**config.mk**
```make
export PLATFORM = sky130hd
export DESIGN_NAME = gcsf_cell
export DESIGN_NICKNAME = d
export VERILOG_FILES = /design/src/sv/gcsf_pkg.sv /design/src/sv/gcsf_cell.sv
export SDC_FILE = /design/constraint.sdc
export NUM_CORES = 1
export LEC_CHECK = 0
export ABC_CLOCK_PERIOD_IN_PS = 2400
export BUFFER_PORTS_ARGS = -buffer_cell sky130_fd_sc_hd__buf_2
export CAP_MARGIN = 20
export CELL_PAD_IN_SITES_DETAIL_PLACEMENT = 0
export CELL_PAD_IN_SITES_GLOBAL_PLACEMENT = 1
export CORE_AREA = 5 5 229 231
export CTS_CLUSTER_SIZE = 16
export DETAILED_ROUTE_END_ITERATION = 10
export DIE_AREA = 0 0 234 236
export PLACE_DENSITY = 0.68
export SYNTH_ARGS = -nofsm -noshare
export SYNTH_HDL_FRONTEND = slang
export SYNTH_SLANG_ARGS = --single-unit
```
**constraint.sdc**
```tcl
create_clock -name clk -period 2.4 [get_ports clk]
set_clock_uncertainty 0.1 [all_clocks]
set_input_delay 0.12 -clock clk [delete_from_list [all_inputs] [get_ports clk]]
set_output_delay 0.12 -clock clk [all_outputs]
set_load 0.005 [all_outputs]
```
**src/sv/gcsf_pkg.sv**
```systemverilog
// ----------------------------------------------------------------------------
// gcsf_pkg - shared types and constants of the compatible-set filter
// Command and status codes, cell control bundle, field widths and defaults.
// ----------------------------------------------------------------------------
package gcsf_pkg;

  localparam int WORD_W            = 64;
  localparam int CMD_W             = 2;
  localparam int STATUS_W          = 3;
  localparam int BUDGET_W          = 9;
  localparam int FLAG_W            = 3;
  localparam int GROUP_SIZE        = 16;
  localparam int DEF_TABLE_ENTRIES = 256;
  localparam int DEF_MASK_WORDS    = 4;

  localparam logic [BUDGET_W-1:0] BUDGET_RESET = BUDGET_W'(256);

  // per-entry flag bits
  localparam int FLAG_DISJOINT = 0;  // no common member so far
  localparam int FLAG_CAND_SUB = 1;  // incoming row within stored row so far
  localparam int FLAG_OLD_SUB  = 2;  // stored row within incoming row so far

  typedef enum logic [CMD_W-1:0] {
    CMD_CLEAR     = 2'd0,
    CMD_PRELOAD   = 2'd1,
    CMD_CANDIDATE = 2'd2,
    CMD_UNUSED    = 2'd3
  } cmd_t;

  typedef enum logic [STATUS_W-1:0] {
    STATUS_ACCEPTED   = 3'd0,
    STATUS_PRELOADED  = 3'd1,
    STATUS_CONFLICT   = 3'd2,
    STATUS_NO_BUDGET  = 3'd3,
    STATUS_TABLE_FULL = 3'd4
  } status_t;

  // control broadcast from the sequencer to every cell
  typedef struct packed {
    logic cmp;      // compare the broadcast word this cycle
    logic row_end;  // broadcast word closes the row; words above count as zero
    logic restart;  // set flags back to all ones
    logic shift;    // take row and valid from the left neighbor
    logic clear;    // drop every stored row
  } cell_ctl_t;

endpackage

```
**src/sv/gcsf_cell.sv**
```systemverilog
// ----------------------------------------------------------------------------
// gcsf_cell - one table entry of the compatible-set filter
// Holds a stored row, its valid bit and its running relation flags.
// ----------------------------------------------------------------------------
module gcsf_cell import gcsf_pkg::*; #(
  parameter int MASK_WORDS = DEF_MASK_WORDS
) (
  input  logic                         clk,
  input  logic                         rst,
  input  cell_ctl_t                    ctl,
  input  logic [MASK_WORDS-1:0]        sel,
  input  logic [MASK_WORDS-1:0]        above,
  input  logic [WORD_W-1:0]            word,
  input  logic [MASK_WORDS*WORD_W-1:0] row_in,
  input  logic                         valid_in,
  output logic [MASK_WORDS*WORD_W-1:0] row_out,
  output logic                         valid_out,
  output logic                         conflict
);

  logic [MASK_WORDS*WORD_W-1:0] row;
  logic                         valid;
  logic [FLAG_W-1:0]            flags;
  logic [FLAG_W-1:0]            flags_next;
  logic [WORD_W-1:0]            stored_word;
  logic [WORD_W-1:0]            both;
  logic [MASK_WORDS-1:0]        nz;

  always_comb begin
    stored_word = '0;
    for (int w = 0; w < MASK_WORDS; w++) begin
      nz[w] = |row[w*WORD_W +: WORD_W];
      if (sel[w]) begin
        stored_word = row[w*WORD_W +: WORD_W];
      end
    end
  end

  assign both = word & stored_word;

  always_comb begin
    flags_next = flags;
    if (ctl.restart) begin
      flags_next = '1;
    end else if (ctl.cmp) begin
      if (both != '0)          flags_next[FLAG_DISJOINT] = 1'b0;
      if (both != word)        flags_next[FLAG_CAND_SUB] = 1'b0;
      if (both != stored_word) flags_next[FLAG_OLD_SUB]  = 1'b0;
      // zero padding of a short row: stored nonzero words above break old-in-new
      if (ctl.row_end && ((nz & above) != '0)) flags_next[FLAG_OLD_SUB] = 1'b0;
    end
  end

  always_ff @(posedge clk) begin
    if (rst) begin
      flags <= '1;
      valid <= 1'b0;
    end else begin
      flags <= flags_next;
      if (ctl.clear) begin
        valid <= 1'b0;
      end else if (ctl.shift) begin
        valid <= valid_in;
      end
    end
  end

  always_ff @(posedge clk) begin
    if (ctl.shift) begin
      row <= row_in;
    end
  end

  assign row_out   = row;
  assign valid_out = valid;
  assign conflict  = valid && (flags == '0);

endmodule

```
After elaboration in Yosys (flattened, before gate mapping). Index checks and enable logic that the tools add are counted.

Flip-flop bits (word level): 260. Word-level logic and storage cells: 30.

Reduce and logical (&&, ||, !) cells: 15. Multiplexer cells: 6. Bitwise operators: 2. Eq/ne operators: 2.

Operator list (count): 64-bit 2-to-1 mux (4); 64-bit OR reduction (4); 64-bit inequality test (2); 64-bit bitwise AND (1); 64-bit nonzero test (1); 2-bit AND reduction (3); 4-bit bitwise AND (1); 4-bit nonzero test (1); 2-bit OR reduction (2); 3-bit logical NOT (1); 1-bit logical AND (2); 1-bit 2-to-1 mux (2); 2-bit nonzero test (1).

Depth between registers and ports, before layout.
Depth in word-level cells: 8. Gate-level depth with buffers: 10. Mapped depth without buffers: 7.

Worst setup path after synthesis. OpenSTA, ideal clock, no wires.

Kind: input to register. Start point: in sel[0]. End point: reg flags[0]. Path buffers: 3. Stages: 10. Required time: 2.226 ns. Arrival: 2.066 ns. Path slack: 0.160 ns. Setup time: 0.074 ns. Cells stage by stage: buf_6 nor2b_4 buf_6 buf_6 a221oi_4 nor2_2 a2111oi_2 nand4_1 or4_1 a31oi_1.

Cells in the longest elaborated chain, start to end: 7.

RTL lines: start: declaration (line gcsf_cell.sv:11) `input logic [MASK_WORDS-1:0] sel,`; 64-bit 2-to-1 mux (4 in a row) (line gcsf_cell.sv:33) `if (sel[w]) begin`; 64-bit bitwise AND (line gcsf_cell.sv:39) `assign both = word & stored_word;`; 64-bit nonzero test (line gcsf_cell.sv:46) `if (both != '0) flags_next[FLAG_DISJOINT] = 1'b0;`; 2-bit AND reduction (no source line); end signal: assignment (line gcsf_cell.sv:59) `flags <= flags_next;`; end: declaration (line gcsf_cell.sv:23) `logic [FLAG_W-1:0] flags;`.

Every way passes these cells. A chain may end at the register's enable or synchronous reset.

Worst setup path in the final report.
Start point: reg row[93] (netlist: row_out[93]). End point: reg flags[2].

Cells in the longest elaborated chain, start to end: 7.

RTL lines: start: declaration (line gcsf_cell.sv:21) `logic [MASK_WORDS*WORD_W-1:0] row;`; start signal: assignment (line gcsf_cell.sv:70) `row <= row_in;`; 64-bit 2-to-1 mux (3 in a row) (line gcsf_cell.sv:33); 64-bit bitwise AND (line gcsf_cell.sv:39); 64-bit inequality test (line gcsf_cell.sv:48) `if (both != stored_word) flags_next[FLAG_OLD_SUB] = 1'b0;`; 2-bit nonzero test (no source line); 2-bit AND reduction (no source line).

Parallel ways exist; a longest one is shown, timed or not.

==> impl_metrics.env <==
export IMPL_tightest_slew_ns=0.6687
export IMPL_die_h_um=236
export IMPL_vdd_drop_max_mv=0.6063
export IMPL_rsz0062_at_grt="yes"
export IMPL_violations="setup timing"
export IMPL_min_period_over_period=1.063
export IMPL_hold_path_endpoint="flags[0]$_SDFFE_PP1P_"
export IMPL_num_rows=82
export IMPL_cts_buffers_inserted=28
export IMPL_drc=0
export IMPL_dieArea_um2=55220
export IMPL_worst_path_buf_inv=2
export IMPL_root_buffer="clkbuf_16"
export IMPL_drt_iter0_drc=869
export IMPL_arrival_ns=2.94
export IMPL_r2r_cells=9
export IMPL_cp_slowest_cell="edfxtp_1"
export IMPL_syn_to_final_growth_pct=93.87
export IMPL_p_total_mw=13.05
export IMPL_finalHoldViolations=0
export IMPL_cts_tree="built"
export IMPL_netlist_instances=808
export IMPL_io_buffers=593
export IMPL_crit_required_ns=2.79
export IMPL_power_leakage_nw=9.364
export IMPL_start_util=0.2298
export IMPL_clkLatencyLatePin_ns=0.58
export IMPL_dr_total_vias=13320
export IMPL_grt_pass1_wl_um=101300
export IMPL_r2r_end="flags[2]$_SDFFE_PP1P_"
export IMPL_path_cells="buf_4 -> nor4_4 -> buf_4 -> nand4_1 -> o41ai_1 -> nand4_1 -> nand2_2 -> nand4_1 -> o31ai_1"
export IMPL_whs_path_depth=5
export IMPL_setup_viol=3
export IMPL_crit_path_max_incr_delay_ns=0.45
export IMPL_cts_htree_levels=1
export IMPL_dpl_worst_slack_ns=-0.5969
export IMPL_grt_ovfl_total=0
export IMPL_final_cell_mix="buf_2, buf_4, dlygate4sd3_1, edfxtp_1, nor4_1"
export IMPL_viasPerCell=4.819
export IMPL_drtAntennaViolNets=0
export IMPL_finalHoldWorstSlack_ns=0.03106
export IMPL_wl_per_cell_um=26.94
export IMPL_antenna_found_initial=17
export IMPL_start_kind="flip-flop"
export IMPL_gp_congestion=0.9410
export IMPL_ys_top_cells_by_area="edfxtp_1, nor4_1, a221oi_2"
export IMPL_worst_slack_ns=-0.1501
export IMPL_first_pass_iters=5
export IMPL_min_period_ns=2.550
export IMPL_min_from="word[39]"
export IMPL_syn_avg_cell_area_um2=14.18
export IMPL_cp_max_fo=2
export IMPL_ys_seq_area_frac=0.6780
export IMPL_fp_dieW_um=234
export IMPL_fillers=4630
export IMPL_final_common_cell="buf_2"
export IMPL_core_um2=49860
export IMPL_track_usage=0.2552
export IMPL_crit_path_frequent_cell="nand4_1"
export IMPL_hpwl_um=61170
export IMPL_cts_path_max_buffers=3
export IMPL_critPathKind="reg2reg"
export IMPL_drive_above_1_share=0.5317
export IMPL_cp_end_kind="flip-flop"
export IMPL_yosys_register_bits=260
export IMPL_power_density_nw_per_um2=587.6
export IMPL_drt_total_wl_um=74490
export IMPL_syn_area_um2=11460
export IMPL_hp_class="in2reg"
export IMPL_outcome="finished, violations left"
export IMPL_grt_start_max_net_pins=57
export IMPL_critical_path_top_delay_family="simple AND/OR/NAND/NOR gates"
export IMPL_fmax_mhz=392.1
export IMPL_worstReg2RegStart="row_out[93]$_DFFE_PP_"
export IMPL_reg2reg_slack_ns=-0.15
export IMPL_cts_sinks=260
export IMPL_yosys_warnings=0
export IMPL_yosysTopAreaCellShare=0.6710
export IMPL_grt_pass1_vias=13920
export IMPL_yosys_area_top_type="edfxtp_1"
export IMPL_clkTransAtPathRegs_ns=0.07
export IMPL_drv_slew=0
export IMPL_nNetsFinal=2401
export IMPL_synth_nets=1144
export IMPL_ios=594
export IMPL_synth_distinct_cells=44
export IMPL_maxCapViolations=0
export IMPL_slew_limit_headroom=0.5532
state kept, by name (all words and copies together), names as in the netlist:
register and count:
valid_out 1, flags 3, row_out 256
worst min-delay path, stage by stage:
cell and delay, ns:
buf_2 0.14, a221oi_1 0.09, nand4_1 0.12, or4_4 0.13
a31oi_1 0.06
per-layer routing:
metal | share of wire | global-route usage | up-vias
met5 | 0.0013 | 0 | -
met1 | 0.41 | 0.3251 | 6578
met2 | 0.49 | 0.4487 | 621
met3 | 0.071 | 0.05652 | 89
li1 | - | - | 6022
met4 | 0.020 | 0.04503 | 14
cell type report:
cell class                 count  area [µm²]  share of cell area
clock inverter                14       123.9            0.005577
timing repair buffer        1262        8848              0.3984
tap                          672       840.8             0.03785
clock buffer                  35       748.2             0.03368
inverter                      23       86.33            0.003887
antenna                        9       22.52            0.001014
sequential                   260        7767              0.3497
multi-input combinational    490        3775              0.1699
cell families (layout without fill, tap and decap cells):
kind of cell | count (synthesis) | in the layout | synth area share
and+or+nand+nor | 271 | 271 | 0.1378
DFF | 260 | 260 | 0.6780
AOI/OAI and AO/OA | 218 | 218 | 0.1580
buffers and inverters | 58 | 1334 | 0.02534
muxes | 1 | 1 | 0.0008737
other | 0 | 9 | 0
report_power, final:
group	internal, mW	leakage, nW	switching (mW)	total, mW
Sequential	5.41	2.54	0.442	5.85
Combinational	1.57	6.40	1.39	2.95
Clock	2.40	0.423	1.84	4.25
Total	9.38	9.36	3.67	13.1
worst max path at each step:
stage                           start               endpoint  slack, ns  cells past startpoint
2_1_floorplan                  sel[0]  flags[0]$_SDFFE_PP1P_       0.16                     10
3_3_place_gp    row_out[94]$_DFFE_PP_  flags[2]$_SDFFE_PP1P_      -0.57                      9
3_5_place_dp                   sel[2]  flags[0]$_SDFFE_PP1P_      -0.60                     11
4_1_cts        row_out[178]$_DFFE_PP_  flags[2]$_SDFFE_PP1P_      -0.15                     10
5_1_grt        row_out[239]$_DFFE_PP_  flags[2]$_SDFFE_PP1P_      -0.24                     10
6_report        row_out[93]$_DFFE_PP_  flags[2]$_SDFFE_PP1P_      -0.15                      9
cell usage after synthesis, drive strengths merged:
cell     number
a31oi         2
a221oi       64
nand3         1
nor4         76
a211o         1
nand3b        9
nor2b        10
o2111ai       2
or4           1
or2           1
o41ai         4
nor4b         1
a2111oi      10
o21ai        53
nor2         28
and4          2
inv          23
a311o         8
nand2        16
nor3         59
clkbuf        8
a21boi        1
o31ai         1
nor3b        29
o22ai        58
dfxtp         4
nand2b        1
nand4        37
mux2i         1
buf          27
edfxtp      256
a211oi        1
o32ai        11
o211ai        1
a22oi         1
metrics by stage:
| step | setup TNS (ns) | area (µm²) | util | instances |
|---|---|---|---|---|
| floorplan | 0 | 11460 | - | 808 |
| global placement | -1.545 | 17960 | 0.3603 | 2406 |
| detailed placement | -1.501 | 17960 | 0.3603 | 2406 |
| CTS | -0.1811 | 22150 | 0.4442 | 2756 |
| global route | -0.4020 | 22210 | 0.4453 | 2762 |
| finish | -0.2259 | 22210 | 0.4455 | 2765 |
timing repair:
action,CTS,global route
setup buffers,16,0
endpoints found under the hold margin,301,0
gates resized for setup,54,12
endpoints found under the setup margin,3,3
hold buffers,285,0
pin swaps,28,7
Note: power is estimated with default switching activity, not from simulation.
